--- config.mk ---
export PLATFORM = sky130hd
export DESIGN_NAME = sgr_ctrl
export DESIGN_NICKNAME = d
export VERILOG_FILES = /design/src/hdl/sobel_gradient_3x3_core_defines.svh /design/src/hdl/sgr_pkg.sv /design/src/hdl/sgr_ctrl.sv
export SDC_FILE = /design/constraint.sdc
export NUM_CORES = 1
export LEC_CHECK = 0
export BUFFER_PORTS_ARGS = -buffer_cell sky130_fd_sc_hd__buf_4
export CAP_MARGIN = 20
export CORE_MARGIN = 3
export CORE_UTILIZATION = 55
export DETAILED_ROUTE_END_ITERATION = 10
export PLACE_DENSITY = 0.83
export SLEW_MARGIN = 20
export SYNTH_ARGS = -nofsm -noshare
export SYNTH_HDL_FRONTEND = slang
export SYNTH_SLANG_ARGS = --single-unit
--- constraint.sdc ---
create_clock -name aclk -period 13.2 [get_ports aclk]
set_input_delay 3.96 -clock aclk [delete_from_list [all_inputs] [get_ports aclk]]
set_output_delay 3.96 -clock aclk [all_outputs]
set_load 0.02 [all_outputs]
--- src/hdl/sobel_gradient_3x3_core_defines.svh ---
// Assertion macros used by the top level of the Sobel gradient core.
`ifndef SOBEL_GRADIENT_3X3_CORE_DEFINES_SVH
`define SOBEL_GRADIENT_3X3_CORE_DEFINES_SVH

// The consequent must hold in the same cycle as the antecedent.
`define SGR_ASSERT_SAME(lbl, ante, cons, msg) \
    lbl: assert property (@(posedge aclk) disable iff (!aresetn) (ante) |-> (cons)) \
        else $error(msg);

// The consequent must hold in the cycle after the antecedent.
`define SGR_ASSERT_NEXT(lbl, ante, cons, msg) \
    lbl: assert property (@(posedge aclk) disable iff (!aresetn) (ante) |=> (cons)) \
        else $error(msg);

`endif

--- src/hdl/sgr_pkg.sv ---
// Types, register indexes and the gradient function of the Sobel gradient core.
package sgr_pkg;

    localparam int FW_BITS  = 12;
    localparam int FH_BITS  = 13;
    localparam int CFG_DW   = 13;
    localparam int CFG_AW   = 2;
    localparam int PIX_W    = 8;
    localparam int GRAD_W   = 11;

    localparam logic [CFG_AW-1:0] REG_FRAME_WIDTH  = 2'd0;
    localparam logic [CFG_AW-1:0] REG_FRAME_HEIGHT = 2'd1;
    localparam logic [CFG_AW-1:0] REG_DIRECTION    = 2'd2;
    localparam logic [CFG_AW-1:0] REG_ABSOLUTE     = 2'd3;

    localparam logic [FW_BITS-1:0] WIDTH_RESET  = 12'd640;
    localparam logic [FH_BITS-1:0] HEIGHT_RESET = 13'd480;

    localparam logic FUNC_PIXEL = 1'b0;
    localparam logic FUNC_FLUSH = 1'b1;

    typedef struct packed {
        logic direction;
        logic absolute;
    } mode_t;

    typedef struct packed {
        logic             valid;
        logic             is_pixel;
        logic [PIX_W-1:0] pix;
        logic             top_mid;
        logic             emit_a;
        logic             a_left1;
        logic             emit_b;
        logic             frame_end;
    } cmd_t;

    typedef struct packed {
        logic [PIX_W-1:0] top;
        logic [PIX_W-1:0] mid;
        logic [PIX_W-1:0] bot;
    } col_t;

    typedef struct packed {
        logic signed [GRAD_W-1:0] gradient;
        logic                     row_end;
        logic                     frame_end;
        logic                     run_last;
    } res_t;

    typedef struct packed {
        logic [1:0] count;
        res_t       r0;
        res_t       r1;
    } pair_t;

    function automatic logic signed [GRAD_W-1:0] sobel_grad(
        input col_t l, input col_t c, input col_t r, input logic dir, input logic mag);
        logic [9:0]               pos;
        logic [9:0]               neg;
        logic signed [GRAD_W-1:0] g;
        if (!dir) begin
            pos = {2'b00, r.top} + {1'b0, r.mid, 1'b0} + {2'b00, r.bot};
            neg = {2'b00, l.top} + {1'b0, l.mid, 1'b0} + {2'b00, l.bot};
        end else begin
            pos = {2'b00, l.bot} + {1'b0, c.bot, 1'b0} + {2'b00, r.bot};
            neg = {2'b00, l.top} + {1'b0, c.top, 1'b0} + {2'b00, r.top};
        end
        g = $signed({1'b0, pos}) - $signed({1'b0, neg});
        if (mag && g[GRAD_W-1]) begin
            g = -g;
        end
        return g;
    endfunction

endpackage

--- src/hdl/sgr_ctrl.sv ---
// Configuration registers and the row, column and flush sequencer of the Sobel core.
module sgr_ctrl #(
    parameter int MAX_WIDTH  = 2048,
    parameter int MAX_HEIGHT = 4096,
    localparam int CW = (MAX_WIDTH > 2) ? $clog2(MAX_WIDTH) : 1
) (
    input  logic                        aclk,
    input  logic                        aresetn,
    input  logic                        cfg_wr_en,
    input  logic [sgr_pkg::CFG_AW-1:0]  cfg_addr,
    input  logic [sgr_pkg::CFG_DW-1:0]  cfg_wdata,
    input  logic                        take,
    input  logic                        func,
    input  logic [sgr_pkg::PIX_W-1:0]   pixel,
    output sgr_pkg::cmd_t               cmd,
    output logic [CW-1:0]               cmd_idx,
    output sgr_pkg::mode_t              mode
);

    localparam int LW = (CW + 1 > sgr_pkg::FW_BITS) ? CW + 1 : sgr_pkg::FW_BITS;
    localparam int RW = (MAX_HEIGHT > 1) ? $clog2(MAX_HEIGHT) : 1;
    localparam int HW = (RW + 1 > sgr_pkg::FH_BITS) ? RW + 1 : sgr_pkg::FH_BITS;

    logic [sgr_pkg::FW_BITS-1:0] frame_width_reg;
    logic [sgr_pkg::FH_BITS-1:0] frame_height_reg;
    logic                        direction_reg;
    logic                        absolute_reg;

    logic [CW-1:0] col_cnt_reg, col_cnt_next;
    logic [RW-1:0] row_cnt_reg, row_cnt_next;
    logic [CW-1:0] flush_cnt_reg, flush_cnt_next;
    logic          draining_reg, draining_next;
    logic          single_row_reg, single_row_next;

    logic [LW-1:0] w_eff, w_last;
    logic [HW-1:0] h_eff, h_last;
    logic          col_last, flush_last, row_last;

    always_ff @(posedge aclk) begin
        if (!aresetn) begin
            frame_width_reg  <= sgr_pkg::WIDTH_RESET;
            frame_height_reg <= sgr_pkg::HEIGHT_RESET;
            direction_reg    <= 1'b0;
            absolute_reg     <= 1'b0;
        end else if (cfg_wr_en) begin
            unique case (cfg_addr)
                sgr_pkg::REG_FRAME_WIDTH:  frame_width_reg  <= cfg_wdata[sgr_pkg::FW_BITS-1:0];
                sgr_pkg::REG_FRAME_HEIGHT: frame_height_reg <= cfg_wdata[sgr_pkg::FH_BITS-1:0];
                sgr_pkg::REG_DIRECTION:    direction_reg    <= cfg_wdata[0];
                sgr_pkg::REG_ABSOLUTE:     absolute_reg     <= cfg_wdata[0];
            endcase
        end
    end

    assign mode.direction = direction_reg;
    assign mode.absolute  = absolute_reg;

    always_comb begin
        w_eff = LW'(frame_width_reg);
        if (w_eff < LW'(2)) begin
            w_eff = LW'(2);
        end else if (w_eff > LW'(MAX_WIDTH)) begin
            w_eff = LW'(MAX_WIDTH);
        end
        w_last = w_eff - LW'(1);
        h_eff  = HW'(frame_height_reg);
        if (h_eff < HW'(1)) begin
            h_eff = HW'(1);
        end else if (h_eff > HW'(MAX_HEIGHT)) begin
            h_eff = HW'(MAX_HEIGHT);
        end
        h_last = h_eff - HW'(1);
    end

    assign col_last   = LW'(col_cnt_reg) >= w_last;
    assign flush_last = LW'(flush_cnt_reg) >= w_last;
    assign row_last   = HW'(row_cnt_reg) >= h_last;

    always_comb begin
        cmd             = '0;
        cmd.pix         = pixel;
        cmd_idx         = col_cnt_reg;
        col_cnt_next    = col_cnt_reg;
        row_cnt_next    = row_cnt_reg;
        flush_cnt_next  = flush_cnt_reg;
        draining_next   = draining_reg;
        single_row_next = single_row_reg;
        if (take && func == sgr_pkg::FUNC_PIXEL) begin
            cmd.valid      = 1'b1;
            cmd.is_pixel   = 1'b1;
            cmd.top_mid    = row_cnt_reg == RW'(1);
            cmd.emit_a     = row_cnt_reg != '0 && col_cnt_reg != '0;
            cmd.a_left1    = col_cnt_reg == CW'(1);
            cmd.emit_b     = row_cnt_reg != '0 && col_last;
            draining_next  = 1'b0;
            flush_cnt_next = '0;
            if (col_last) begin
                col_cnt_next = '0;
                if (row_last) begin
                    single_row_next = row_cnt_reg == '0;
                    draining_next   = 1'b1;
                    row_cnt_next    = '0;
                end else begin
                    row_cnt_next = row_cnt_reg + RW'(1);
                end
            end else begin
                col_cnt_next = col_cnt_reg + CW'(1);
            end
        end else if (take && draining_reg) begin
            cmd.valid     = 1'b1;
            cmd_idx       = flush_cnt_reg;
            cmd.top_mid   = single_row_reg;
            cmd.emit_a    = flush_cnt_reg != '0;
            cmd.a_left1   = flush_cnt_reg == CW'(1);
            cmd.emit_b    = flush_last;
            cmd.frame_end = 1'b1;
            if (flush_last) begin
                draining_next  = 1'b0;
                flush_cnt_next = '0;
            end else begin
                flush_cnt_next = flush_cnt_reg + CW'(1);
            end
        end
    end

    always_ff @(posedge aclk) begin
        if (!aresetn) begin
            col_cnt_reg    <= '0;
            row_cnt_reg    <= '0;
            flush_cnt_reg  <= '0;
            draining_reg   <= 1'b0;
            single_row_reg <= 1'b0;
        end else begin
            col_cnt_reg    <= col_cnt_next;
            row_cnt_reg    <= row_cnt_next;
            flush_cnt_reg  <= flush_cnt_next;
            draining_reg   <= draining_next;
            single_row_reg <= single_row_next;
        end
    end

endmodule

==> results.toml <==
[logic_synthesis]
synth_cells = 560
ys_async_sr_fraction = 0
synth_flop_cell = "dfxtp_1"
yosys_warnings = 0
synth.avg_cell_area_um2 = 7.82
synth_top_cell_area_share = 0.288
yosys_register_bits = 63
synth_edf_count = 0
synth_area_um2 = 4380
synth_seq_area_share = 0.288
yosysUniqueCellTypes = 69
netlist_top_cells_area = "dfxtp_1 29%, ha_1 13%, nand2_1 9.4%, nor2_1 5.1%, a21oi_1 4.3%"
syn_nets = 633
yosysTopAreaCell = "dfxtp_1"

[drt]
remaining_drc_errors = 0
vias = 4021
drt_pre_antenna_iters = 5
dr.first_iter.drc_count = 251
vias_per_cell = 5.85
ant_nets = 0
wirelength_mm = 10.7
post_drt_wl_per_cell_um = 15.6

[power_and_ir_drop]
p_leak_nw = 2.12
p_sw_frac = 0.253
power.density_nw_per_um2 = 95.1
p_sw_uw = 118
p_int_uw = 347
seq_power_share = 0.428
combPwrFrac = 0.120
irDropWorstVdd_uv = 66.0
clkPwrFrac = 0.452

[clock_tree]
path_clk_slew_ns = 0.07
holdBufCountCts = 0
cts-buffers-inserted = 9
clock_sinks = 63
cts_tree = "done"
cts_resized = 0
clockBufferDepth = 2
root_buffer = "clkbuf_8"
clk-insertion-delay-late_ns = 0.35
h-tree-depth = 3
cts_setup_buffers = 0

[setup_path]
reg2regPathDepth = 15
reg2reg_from = "frame_width_reg[4]"
endpoint_kind = "output port"
r2r-end = "row_cnt_reg[8]"
worstSetupPathType = "in2out"
arrival_ns = 5.41
critPathLaunchType = "input port"
reg2reg_slack_ns = 8.74
path_max_fanout = 10
worstPathRequired_ns = 9.24

[placed_design]
port_buffers = 39
place_area_um2 = 4630
place_congestion = 0.875
dpl.hpwl_mm = 8.11

[final_layout]
drive_gt1_frac = 0.134
final_area_um2 = 4890
largest_register_ff_count = 13
nNetsFinal = 656
layout.core_utilization = 0.653
final-seq-area_um2 = 1260
diodes = 0
filler_cell_count = 631
multi_input_area_um2 = 2890
area_growth_pct = 11.6

[die]
rows = 31
die_h_um = 95.2
initial_core_util = 0.585
coreArea_um2 = 7490
die_x_um = 95.2
ios = 56
dieArea_um2 = 9070

[sta]
slew_violations = 0
worst_slew_pin_slew_ns = 0.769
min_period_ns = 9.37
hold_viol_final = 0
finClkSkew_ns = 0.0103
finalSetupViolations = 0
max_freq_mhz = 107
rsz0062_at_grt = "false"
max_slew_margin = 0.484
fin_tns_setup_ns = 0
period_share = 0.710

[global_routing]
grtUsageTotal = 0.245
grt_max_degree = 27
first_global_vias = 3742
antenna_found_initial = 0
grt.overflow.total = 0
grt_pass1_wl_mm = 17.6

[min_path]
worstHoldStart = "single_row_reg"
timing.hold.worst.class = "reg2reg"
whs_path_depth = 2
holdPathEnd = "single_row_reg"

[run_status]
outcome = "finished clean"

[job]
cap_violations = 0
==> cells in the final DEF, fill, tap and decap left out, types with 6 or more instances in the layout <==
master	count
inv_1	16
nand3_1	31
dfxtp_1	63
nand2b_1	6
o21ai_0	12
a21oi_1	38
nand4_1	6
clkbuf_8	10
and3_1	9
nor2_1	59
nor4_1	8
xor2_1	19
buf_4	39
nand2_1	110
ha_1	45
xnor2_1	20
nor3_1	15
==> final cells by class <==
| class | count | share of cell area |
|---|---|---|
| flip-flops and latches | 63 | 0.258 |
| multi-input cells | 452 | 0.592 |
| well taps | 99 | 0.0254 |
| inverters | 18 | 0.0141 |
| repair buffers | 39 | 0.0599 |
| clock buffers | 11 | 0.0289 |
| clock inverters | 5 | 0.0215 |
==> worst max-delay path, cell delays in order <==
cell      delay [ns]
buf_4           0.14
nand2b_1        0.24
clkinv_2        0.22
nand2b_1        0.41
nor2_4          0.09
nand2_1         0.08
o21ai_0         0.08
buf_4           0.18
==> metrics by stage <==
stage / std cells / hold WS (ns) / power [mW] / setup slack, ns
floorplan: 560 / 0.437 / 0.244 / 4.25
global placement: 671 / 0.450 / 0.255 / 3.94
detailed placement: 671 / 0.463 / 0.258 / 3.88
CTS: 687 / 0.473 / 0.466 / 3.87
global route: 687 / 0.514 / 0.484 / 3.69
finish: 687 / 0.469 / 0.465 / 3.83
==> routing by layer <==
| metal | global-route usage | share of wire |
|---|---|---|
| met2 | 0.418 | 0.51 |
| met1 | 0.303 | 0.42 |
| met3 | 0.0434 | 0.046 |
| met5 | 0 | 0 |
| met4 | 0.101 | 0.026 |
==> how the worst max path moves through the flow <==
stage | start | to | slack [ns] | depth (start not counted)
2_1_floorplan | func | cmd[1] | 4.25 | 8
3_3_place_gp | take | cmd[1] | 3.94 | 8
3_5_place_dp | take | cmd[1] | 3.88 | 8
4_1_cts | take | cmd[1] | 3.87 | 8
5_1_grt | func | cmd[1] | 3.69 | 8
6_report | take | cmd[1] | 3.83 | 8
==> cells in the mapped netlist (3+ instances only) <==
library cell	instances
nand2_1	110
xnor2_1	20
or4_1	3
clkbuf_1	9
nor3_1	15
nor4_1	8
nand4_1	6
a211oi_1	4
buf_4	11
nor2_1	59
o21ai_0	12
mux2i_1	3
nand2b_1	6
o211ai_1	4
ha_1	45
inv_1	16
o22ai_1	3
nand3b_1	3
dfxtp_1	63
a21oi_1	38
and3_1	9
buf_1	3
a21o_1	4
xor2_1	19
nand3_1	31
==> power by group through the flow <==
stage | registers, mW | logic [mW] | clock network (mW)
5_1_grt | 0.200 | 0.0627 | 0.221
3_5_place_dp | 0.203 | 0.0547 | 0
4_1_cts | 0.199 | 0.0554 | 0.212
3_3_place_gp | 0.203 | 0.0516 | 0
6_report | 0.199 | 0.0558 | 0.210
2_1_floorplan | 0.201 | 0.0431 | 0
==> kinds of logic after synthesis <==
group,Yosys count,synth area share
fa+ha+maj,45,0.129
xor+xnor,39,0.0780
simple gates,270,0.294
buf+inv,45,0.0523
flops,63,0.288
mux,3,0.00686
compound gates,95,0.152
Note: power is estimated with default switching activity, not from simulation.
