==> src/hdl/sobel_gradient_3x3_core_defines.svh <==
// Assertion macros used by the top level of the Sobel gradient core.
`ifndef SOBEL_GRADIENT_3X3_CORE_DEFINES_SVH
`define SOBEL_GRADIENT_3X3_CORE_DEFINES_SVH

// The consequent must hold in the same cycle as the antecedent.
`define SGR_ASSERT_SAME(lbl, ante, cons, msg) \
    lbl: assert property (@(posedge aclk) disable iff (!aresetn) (ante) |-> (cons)) \
        else $error(msg);

// The consequent must hold in the cycle after the antecedent.
`define SGR_ASSERT_NEXT(lbl, ante, cons, msg) \
    lbl: assert property (@(posedge aclk) disable iff (!aresetn) (ante) |=> (cons)) \
        else $error(msg);

`endif

==> src/hdl/sgr_pkg.sv <==
// Types, register indexes and the gradient function of the Sobel gradient core.
package sgr_pkg;

    localparam int FW_BITS  = 12;
    localparam int FH_BITS  = 13;
    localparam int CFG_DW   = 13;
    localparam int CFG_AW   = 2;
    localparam int PIX_W    = 8;
    localparam int GRAD_W   = 11;

    localparam logic [CFG_AW-1:0] REG_FRAME_WIDTH  = 2'd0;
    localparam logic [CFG_AW-1:0] REG_FRAME_HEIGHT = 2'd1;
    localparam logic [CFG_AW-1:0] REG_DIRECTION    = 2'd2;
    localparam logic [CFG_AW-1:0] REG_ABSOLUTE     = 2'd3;

    localparam logic [FW_BITS-1:0] WIDTH_RESET  = 12'd640;
    localparam logic [FH_BITS-1:0] HEIGHT_RESET = 13'd480;

    localparam logic FUNC_PIXEL = 1'b0;
    localparam logic FUNC_FLUSH = 1'b1;

    typedef struct packed {
        logic direction;
        logic absolute;
    } mode_t;

    typedef struct packed {
        logic             valid;
        logic             is_pixel;
        logic [PIX_W-1:0] pix;
        logic             top_mid;
        logic             emit_a;
        logic             a_left1;
        logic             emit_b;
        logic             frame_end;
    } cmd_t;

    typedef struct packed {
        logic [PIX_W-1:0] top;
        logic [PIX_W-1:0] mid;
        logic [PIX_W-1:0] bot;
    } col_t;

    typedef struct packed {
        logic signed [GRAD_W-1:0] gradient;
        logic                     row_end;
        logic                     frame_end;
        logic                     run_last;
    } res_t;

    typedef struct packed {
        logic [1:0] count;
        res_t       r0;
        res_t       r1;
    } pair_t;

    function automatic logic signed [GRAD_W-1:0] sobel_grad(
        input col_t l, input col_t c, input col_t r, input logic dir, input logic mag);
        logic [9:0]               pos;
        logic [9:0]               neg;
        logic signed [GRAD_W-1:0] g;
        if (!dir) begin
            pos = {2'b00, r.top} + {1'b0, r.mid, 1'b0} + {2'b00, r.bot};
            neg = {2'b00, l.top} + {1'b0, l.mid, 1'b0} + {2'b00, l.bot};
        end else begin
            pos = {2'b00, l.bot} + {1'b0, c.bot, 1'b0} + {2'b00, r.bot};
            neg = {2'b00, l.top} + {1'b0, c.top, 1'b0} + {2'b00, r.top};
        end
        g = $signed({1'b0, pos}) - $signed({1'b0, neg});
        if (mag && g[GRAD_W-1]) begin
            g = -g;
        end
        return g;
    endfunction

endpackage

==> src/hdl/sgr_out_buf.sv <==
// Two-entry result register that feeds the output channel of the Sobel core.
module sgr_out_buf (
    input  logic           aclk,
    input  logic           aresetn,
    input  logic           fire,
    input  sgr_pkg::pair_t pair_in,
    input  logic           m_tready,
    output logic           m_valid,
    output sgr_pkg::res_t  head,
    output logic           free
);

    logic [1:0]    cnt_reg, cnt_next;
    logic [1:0]    keep;
    sgr_pkg::res_t r0_reg, r0_next;
    sgr_pkg::res_t r1_reg, r1_next;
    logic          pop;

    assign m_valid = cnt_reg != 2'd0;
    assign pop     = m_valid && m_tready;
    assign keep    = cnt_reg - {1'b0, pop};
    assign free    = ({1'b0, keep} + {1'b0, pair_in.count}) <= 3'd2;
    assign head    = r0_reg;

    always_comb begin
        priority if (fire) begin
            cnt_next = keep + pair_in.count;
        end else begin
            cnt_next = keep;
        end
    end

    always_comb begin
        r0_next = pop ? r1_reg : r0_reg;
        r1_next = r1_reg;
        if (fire) begin
            priority if (keep == 2'd0) begin
                r0_next = pair_in.r0;
                r1_next = pair_in.r1;
            end else if (keep == 2'd1) begin
                r1_next = pair_in.r0;
            end else begin
                r1_next = r1_reg;
            end
        end
    end

    always_ff @(posedge aclk) begin
        if (!aresetn) begin
            cnt_reg <= 2'd0;
        end else begin
            cnt_reg <= cnt_next;
        end
    end

    always_ff @(posedge aclk) begin
        r0_reg <= r0_next;
        r1_reg <= r1_next;
    end

endmodule

==> config.mk <==
export PLATFORM = sky130hd
export DESIGN_NAME = sgr_out_buf
export DESIGN_NICKNAME = d
export VERILOG_FILES = /design/src/hdl/sobel_gradient_3x3_core_defines.svh /design/src/hdl/sgr_pkg.sv /design/src/hdl/sgr_out_buf.sv
export SDC_FILE = /design/constraint.sdc
export NUM_CORES = 1
export LEC_CHECK = 0
export BUFFER_PORTS_ARGS = -buffer_cell sky130_fd_sc_hd__buf_2
export CAP_MARGIN = 25
export CELL_PAD_IN_SITES_DETAIL_PLACEMENT = 1
export CELL_PAD_IN_SITES_GLOBAL_PLACEMENT = 1
export CORE_MARGIN = 5
export CORE_UTILIZATION = 38
export DETAILED_ROUTE_END_ITERATION = 8
export PLACE_DENSITY_LB_ADDON = 0.1
export SLEW_MARGIN = 20
export SYNTH_ARGS = -nofsm -noshare
export SYNTH_HDL_FRONTEND = slang
export SYNTH_SLANG_ARGS = --single-unit
==> constraint.sdc <==
create_clock -name aclk -period 1.95 [get_ports aclk]
set_input_delay 0.195 -clock aclk [delete_from_list [all_inputs] [get_ports aclk]]
set_output_delay 0.195 -clock aclk [all_outputs]
set_load 0.02 [all_outputs]
==> results of run 1 <==
## per-layer routing
| metal | vias to the layer above | wire, um |
|---|---|---|
| met1 | 486 | 1120 |
| met5 | - | 0 |
| met3 | 4 | 195 |
| met4 | 0 | 22 |
| met2 | 26 | 1714 |
| li1 | 482 | - |
## report_power, final
part | switching, W | internal, W | total (W) | leakage (nW)
Sequential | 0.0000343 | 0.000761 | 0.000795 | 0.271
Clock | 0.000222 | 0.000284 | 0.000506 | 0.0482
Combinational | 0.000234 | 0.000284 | 0.000518 | 0.553
Total | 0.000490 | 0.00133 | 0.00182 | 0.872
## final cells by class
| class | count | area [um2] |
|---|---|---|
| Sequential cell | 30 | 742.0 |
| Fill cell | 393 | 1690 |
| Inverter | 5 | 18.77 |
| Multi-Input combinational cell | 59 | 678.2 |
| Tap cell | 48 | 60.06 |
| Clock inverter | 1 | 5.005 |
| Clock buffer | 7 | 86.33 |
| Timing Repair Buffer | 63 | 352.8 |
## worst register-to-register path, cell delays in order, from the launching register on
cell and delay, ps:
dfxtp_2 340, nor2b_4 140, o21bai_4 140, ha_4 140, inv_2 30, fa_1 480, inv_2 40, buf_4 120
nand2_1 70, a21boi_0 80
## metrics by stage
| step | setup TNS (ps) | cells |
|---|---|---|
| 3_3_place_gp | 0 | 201 |
| 6_report | -116.8 | 213 |
| 4_1_cts | -199.2 | 210 |
| 5_1_grt | -201.1 | 213 |
| 2_1_floorplan | 0 | 98 |
| 3_5_place_dp | -18.81 | 201 |
## kinds of logic (layout without fill, tap and decap cells)
kind of cell	after synthesis	count (layout)	synth area share (%)
AOI/OAI and AO/OA	7	7	3.609
adders and majority gates	2	2	2.289
buffers and inverters	9	76	3.169
DFF	30	30	52.11
muxes	42	42	35.91
and+or+nand+nor	8	8	2.906
## how the worst max path moves through the flow
stage | start | end
3_5_place_dp | cnt_reg[0] | free
2_1_floorplan | cnt_reg[0] | free
5_1_grt | cnt_reg[0] | free
3_3_place_gp | cnt_reg[0] | free
6_report | cnt_reg[0] | free
4_1_cts | cnt_reg[0] | free
## cells in the final DEF (no fill, tap or decap), types with 2 or more instances in the layout
cell      Yosys  final
mux2_2       31     31
clkbuf_8      0      6
edfxtp_1     14     14
mux2_4       10     10
inv_2         0      2
inv_1         5      3
buf_2         3     48
dfxtp_1      16     15
nand2_1       2      2
buf_4         0     15
## repair_timing
| item | CTS | global route |
|---|---|---|
| endpoints found under the setup margin | 1 | 1 |
| resized for setup | 9 | 2 |
| setup buffers | 1 | 3 |
| pin swaps | 3 | 4 |
==> reports/qor.csv, run 1 <==
metric;value;unit
cp-end-kind;output port;
crit_slowest_cell;fa_1;
synth.distinct_cells;23;
hpwl;2.308;mm
die_x;71.16;um
r2r_setup_slack;260;ps
slew_viol_final;0;
min_from;pair_in[16];
path_buf_inv;3;
max_slew.worst_pin.slew;208.0;ps
design_area;1943;um2
setup_viol_count_final;1;
diodes;0;
start_util;39.12;%
grt_usage;12.39;%
clockRootBuffer;clkbuf_8;
timing.final.ws_setup;-116.8;ps
postSynth.topFlopCell;dfxtp_1;
synthTopCellsByArea;edfxtp_1, mux2_2, dfxtp_1;
die_h;71.16;um
critical_path_required;1750;ps
crit_cells;8;
clockBufferDepth;2;
yosys_warnings;0;
r2r_end;cnt_reg[1];
ctsHoldBuffers;0;
numClockSinks;30;
htree_num_levels;2;
use_met3;4.545;%
cts.reportedPaths.clkPinSlew;60;ps
antenna_found_initial;0;
drtIter0Drc;21;
ios;50;
grt-ovfl-total;0;
holdPathStages;2;
wl_per_cell;14.33;um
maxSlewHeadroom;86.13;%
synth_area;1421;um2
drt-total-wl;3.052;mm
dieArea;5064;um2
async_flop_share;0;%
r2r_cells;9;
yosysTopAreaCell;edfxtp_1;
fmax;483.8;MHz
grt_pass1_wl;4.836;mm
total_power;0.001819;W
placed_area;1779;um2
ir_drop;584.9;uV
place.gp.congestion;0.7711;
cts_made_buffers;5;
finalCritPeriodShare;106.0;%
drive_gt1_share;73.94;%
hold_path_class;primary input to register;
nets;200;
cpPeakStageDelay;480;ps
cp.arrival;1870;ps
syn-num-nets;134;
cap_violations;0;
holdPathEnd;head[2];
place_ws;-18.81;ps
rsz0062_at_grt;true;
crit_family;adder cells;
crit_type;register to output port;
p_leak;0.8721;nW
start_kind;register;
viasPerCell;4.685;
dr_total_vias;998;
ant_nets;0;
clk-insertion-delay-late;270;ps
yosysMostFrequentCell;mux2_2;
status;finished with violations;
regToRegStartpoint;cnt_reg[0];
io_buffers;49;
post-route-util;53.48;%
period_needed;2067;ps
synth_common_cells;mux2_2, dfxtp_1, edfxtp_1;
syn2layout_area_growth;36.71;%
core;3633;um2
path_max_fanout;3;
grt_pass1_vias;1046;
drt_pass1_iterations;2;
synth_edf_count;14;
hold_slack;159.2;ps
grt_max_degree;15;
yosysSeqAreaShare;52.11;%
use_met2;22.76;%
yosysTopAreaCellShare;29.58;%
synth-seq-cells;30;
syn_area_per_cell;14.50;um2
skew;3.189;ps
cts_tree;done;
power_per_cell_area;936.1;nW/um2
syn_inst;98;
fp-row-count;22;
final-hold-violation-count;0;
violations;negative setup slack;
crit_chain;nor2b_4, o21bai_4, ha_4, inv_2, fa_1, inv_2, a21boi_1, buf_4;
grt_use_met1;13.29;%
critPathMostFrequentCell;inv_2;
busiest_layer;met2;
drc;0;
No activity file was read; power rests on OpenSTA's default activity.
==> run 2: changes to the inputs <==
Clock period 1.95 ns to 2 ns, I/O delays scaled along.
==> reports/qor.csv, run 2 (synthesized netlist as in run 1, its figures left out) <==
metric;value;unit
worstSetupStartpoint;cnt_reg[0];
start_kind;register;
crit_type;register to output port;
hold_path_class;primary input to register;
clockBufferDepth;2;
dieArea;5064;um2
cts.reportedPaths.clkPinSlew;70;ps
status;finished with violations;
final-hold-violation-count;0;
cp-end-kind;output port;
grt_max_degree;15;
fp-row-count;22;
critical_path_required;1800;ps
busiest_layer;met2;
cap_violations;0;
hold_slack;162.0;ps
use_met2;24.29;%
ir_drop;522.1;uV
drive_gt1_share;73.62;%
finalCritPeriodShare;106.1;%
rsz0062_at_grt;true;
crit_slowest_cell;fa_1;
crit_cells;8;
drt_pass1_iterations;2;
timing.final.ws_setup;-122.7;ps
p_sw;0.0004876;W
io_buffers;49;
clk-insertion-delay-late;270;ps
power.share.combinational;28.4;%
drt-total-wl;3.171;mm
nFillCells;416;
dp_cells;200;
fin_cells;211;
cpPeakStageDelay;500;ps
max_slew.worst_pin.slew;209.5;ps
fmax;471.1;MHz
power_frac_clock;27.9;%
crit_end;free;
die_h;71.16;um
switching_share;27.44;%
drtIter0Drc;16;
layout_common_cells;buf_2, mux2_2, dfxtp_1, edfxtp_1, buf_4;
use_met3;3.551;%
place_ws;-31.47;ps
place.gp.congestion;0.7332;
cts_made_buffers;5;
cp.arrival;1920;ps
violations;negative setup slack;
grt-ovfl-total;0;
skew;7.650;ps
power_per_cell_area;926.7;nW/um2
grt_usage;12.74;%
die_x;71.16;um
grt_pass1_wl;4.885;mm
maxSlewHeadroom;86.03;%
hpwl;2.392;mm
crit_chain;nor2b_4, o21bai_4, ha_2, inv_2, fa_1, inv_2, a21boi_1, buf_4;
regToRegStartpoint;cnt_reg[0];
wl_per_cell;15.03;um
core;3633;um2
r2r_setup_slack;340;ps
pwr-share-seq;43.7;%
final_common_cell;buf_2;
clockRootBuffer;clkbuf_8;
p_int;0.001290;W
r2r_end;cnt_reg[1];
fin_setup_tns;-122.7;ps
crit_family;adder cells;
cts_tree;done;
setup_viol_count_final;1;
critPathMostFrequentCell;inv_2;
viasPerCell;4.763;
r2r_cells;8;
ant_nets;0;
path_max_fanout;3;
path_buf_inv;3;
drc;0;
start_util;39.12;%
dr_total_vias;1005;
p_leak;0.8608;nW
ctsHoldBuffers;0;
grt_use_met1;13.09;%
htree_num_levels;2;
period_needed;2123;ps
antenna_found_initial;0;
syn2layout_area_growth;34.95;%
grt_pass1_vias;1071;
ios;50;
nets;198;
numClockSinks;30;
diodes;0;
slew_viol_final;0;
run 2: stage by stage:
| stage | area [um2] | utilization [%] | total power [W] |
|---|---|---|---|
| after floorplan | 1421 | - | 0.001113 |
| after global placement | 1772 | 48.76 | 0.001259 |
| after detailed placement | 1772 | 48.76 | 0.001282 |
| after CTS | 1911 | 52.58 | 0.001796 |
| after global routing | 1918 | 52.79 | 0.001862 |
| final | 1918 | 52.79 | 0.001777 |
run 2: final cells by class:
cell class / instances / area (um2) / share of cell area [%]
inverters: 5 / 18.77 / 0.9785
clock inverters: 1 / 5.005 / 0.2609
well taps: 48 / 60.06 / 3.131
clock buffers: 7 / 86.33 / 4.501
repair buffers: 61 / 337.8 / 17.61
flip-flops and latches: 30 / 742.0 / 38.68
multi-input cells: 59 / 668.1 / 34.83
run 2: worst min-delay path by stage:
| stage | startpoint | end | slack (ps) | cells after the start |
|---|---|---|---|---|
| 2_1_floorplan | fire | cnt_reg[0] | 340 | 1 |
| 6_report | pair_in[20] | head[6] | 160 | 2 |
| 3_3_place_gp | pair_in[20] | head[6] | 440 | 2 |
| 3_5_place_dp | pair_in[21] | head[7] | 440 | 2 |
| 4_1_cts | pair_in[20] | head[6] | 160 | 2 |
| 5_1_grt | pair_in[21] | head[7] | 160 | 2 |
run 2: layer usage:
| layer | vias to the layer above | part of all wire [%] |
|---|---|---|
| met4 | 0 | 1.1 |
| li1 | 482 | - |
| met1 | 493 | 37 |
| met5 | - | 0 |
| met2 | 25 | 57 |
| met3 | 5 | 4.6 |
run 2: what timing repair did:
action	4_1_cts	5_1_grt
pin swaps	3	4
setup endpoints to repair	1	1
gates resized for setup	8	1
setup buffers	2	1
run 2: power groups by stage:
stage               Combinational [W]  Sequential (W)  Clock [W]
finish                       0.000504        0.000777   0.000496
global route                 0.000543        0.000788   0.000532
CTS                          0.000508        0.000781   0.000508
detailed placement           0.000489        0.000793          0
global placement             0.000475        0.000784          0
floorplan                    0.000251        0.000862          0
==> run 3: changes to the inputs <==
Settings changed: CORE_MARGIN 5 to 4.
==> reports/qor.csv, run 3 (synthesized netlist as in run 1, its figures left out) <==
metric;value;unit
grt_pass1_vias;1116;
critical_path_required;1800;ps
period_needed;2077;ps
area.sequential;742.0;um2
p_leak;0.8701;nW
multi_input_area;684.4;um2
post-route-util;56.02;%
cp-end-kind;output port;
drc;0;
cts_made_buffers;5;
ios;50;
grt_usage;13.61;%
status;finished with violations;
wl_per_cell;14.81;um
skew;2.080;ps
finalCritPeriodShare;103.9;%
r2r_cells;6;
clk-insertion-delay-late;270;ps
crit_type;register to output port;
cts.reportedPaths.clkPinSlew;60;ps
htree_num_levels;2;
hold_path_class;primary input to register;
crit_chain;nor2b_4, o21bai_4, ha_4, inv_2, fa_1, inv_2, a21boi_2, buf_6;
ctsHoldBuffers;0;
rsz0062_at_grt;true;
final-hold-violation-count;0;
drt_pass1_iterations;2;
start_kind;register;
fmax;481.4;MHz
place.gp.congestion;0.6634;
drt-total-wl;3.110;mm
syn2layout_area_growth;36.71;%
io_buffers;49;
grt-ovfl-total;0;
grt_pass1_wl;5.085;mm
ant_nets;0;
timing.final.ws_setup;-77.25;ps
clockRootBuffer;clkbuf_8;
die_x;69.16;um
path_max_fanout;3;
holdPathStages;2;
crit_slowest_cell;fa_1;
dr_total_vias;1005;
nFillCells;378;
final_common_cell;buf_2;
fp-row-count;21;
drtIter0Drc;13;
setup_viol_count_final;1;
die_h;69.16;um
nets;199;
maxSlewHeadroom;82.79;%
violations;negative setup slack;
layout_common_cells;buf_2, mux2_2, dfxtp_1, edfxtp_1, buf_4;
diodes;0;
cpPeakStageDelay;480;ps
max_slew.worst_pin.slew;258.2;ps
core;3468;um2
ir_drop;376.9;uV
antenna_found_initial;0;
cp.arrival;1880;ps
clockBufferDepth;2;
start_util;40.98;%
hpwl;2.291;mm
drive_gt1_share;75.00;%
critPathMostFrequentCell;inv_2;
dieArea;4783;um2
grt_max_degree;15;
numClockSinks;30;
cts_tree;done;
power_per_cell_area;911.5;nW/um2
cap_violations;0;
viasPerCell;4.786;
slew_viol_final;0;
total_power;0.001771;W
hold_slack;167.0;ps
run 3: timing repair:
action / CTS / global route
setup endpoints to repair: 1 / 1
setup buffers: 3 / 2
gates resized for setup: 9 / 5
pin swaps: 4 / 3
run 3: path summary, 6_finish.rpt:
path / from / to / slack, ps
min reg2reg: r1_reg[0] / head[0] / 590
max reg2reg: cnt_reg[0] / head[11] / 320
max: cnt_reg[0] / free / -80
min: pair_in[21] / head[7] / 170
run 3: worst max-delay path, delay by kind of cell (launching register included):
| family | cells | cell delay, ps |
|---|---|---|
| buffers and inverters | 3 | 200 |
| AND/OR/NAND/NOR | 1 | 150 |
| flip-flops | 1 | 350 |
| AO/OA/AOI/OAI | 2 | 280 |
| adder cells (fa/ha/maj) | 2 | 630 |
run 3: power by group:
group | internal [W] | total [W] | switching, W
Combinational | 0.000277 | 0.000512 | 0.000235
Clock | 0.000277 | 0.000486 | 0.000209
Sequential | 0.000742 | 0.000773 | 0.0000314
run 3: layer usage:
metal  track usage (%)  wire length (um)
met5                 0                 0
met4             3.905                32
met3             4.797               173
met2             25.00              1692
met1             14.53              1211
run 3: layout make-up:
| cell class | instances | area share, % |
|---|---|---|
| Clock inverter | 1 | 0.2576 |
| Inverter | 5 | 0.9659 |
| Multi-Input combinational cell | 59 | 35.22 |
| Sequential cell | 30 | 38.18 |
| Clock buffer | 7 | 4.443 |
| Tap cell | 46 | 2.962 |
| Timing Repair Buffer | 62 | 17.97 |
run 3: through the flow:
step | cells | worst slack [ps] | TNS (ps) | instance area, um2
floorplan | 98 | 52.06 | 0 | 1421
global placement | 197 | 68.25 | 0 | 1762
detailed placement | 197 | -46.98 | -46.98 | 1762
CTS | 208 | -114.2 | -114.2 | 1908
global route | 210 | -169.3 | -169.3 | 1943
finish | 210 | -77.25 | -77.25 | 1943
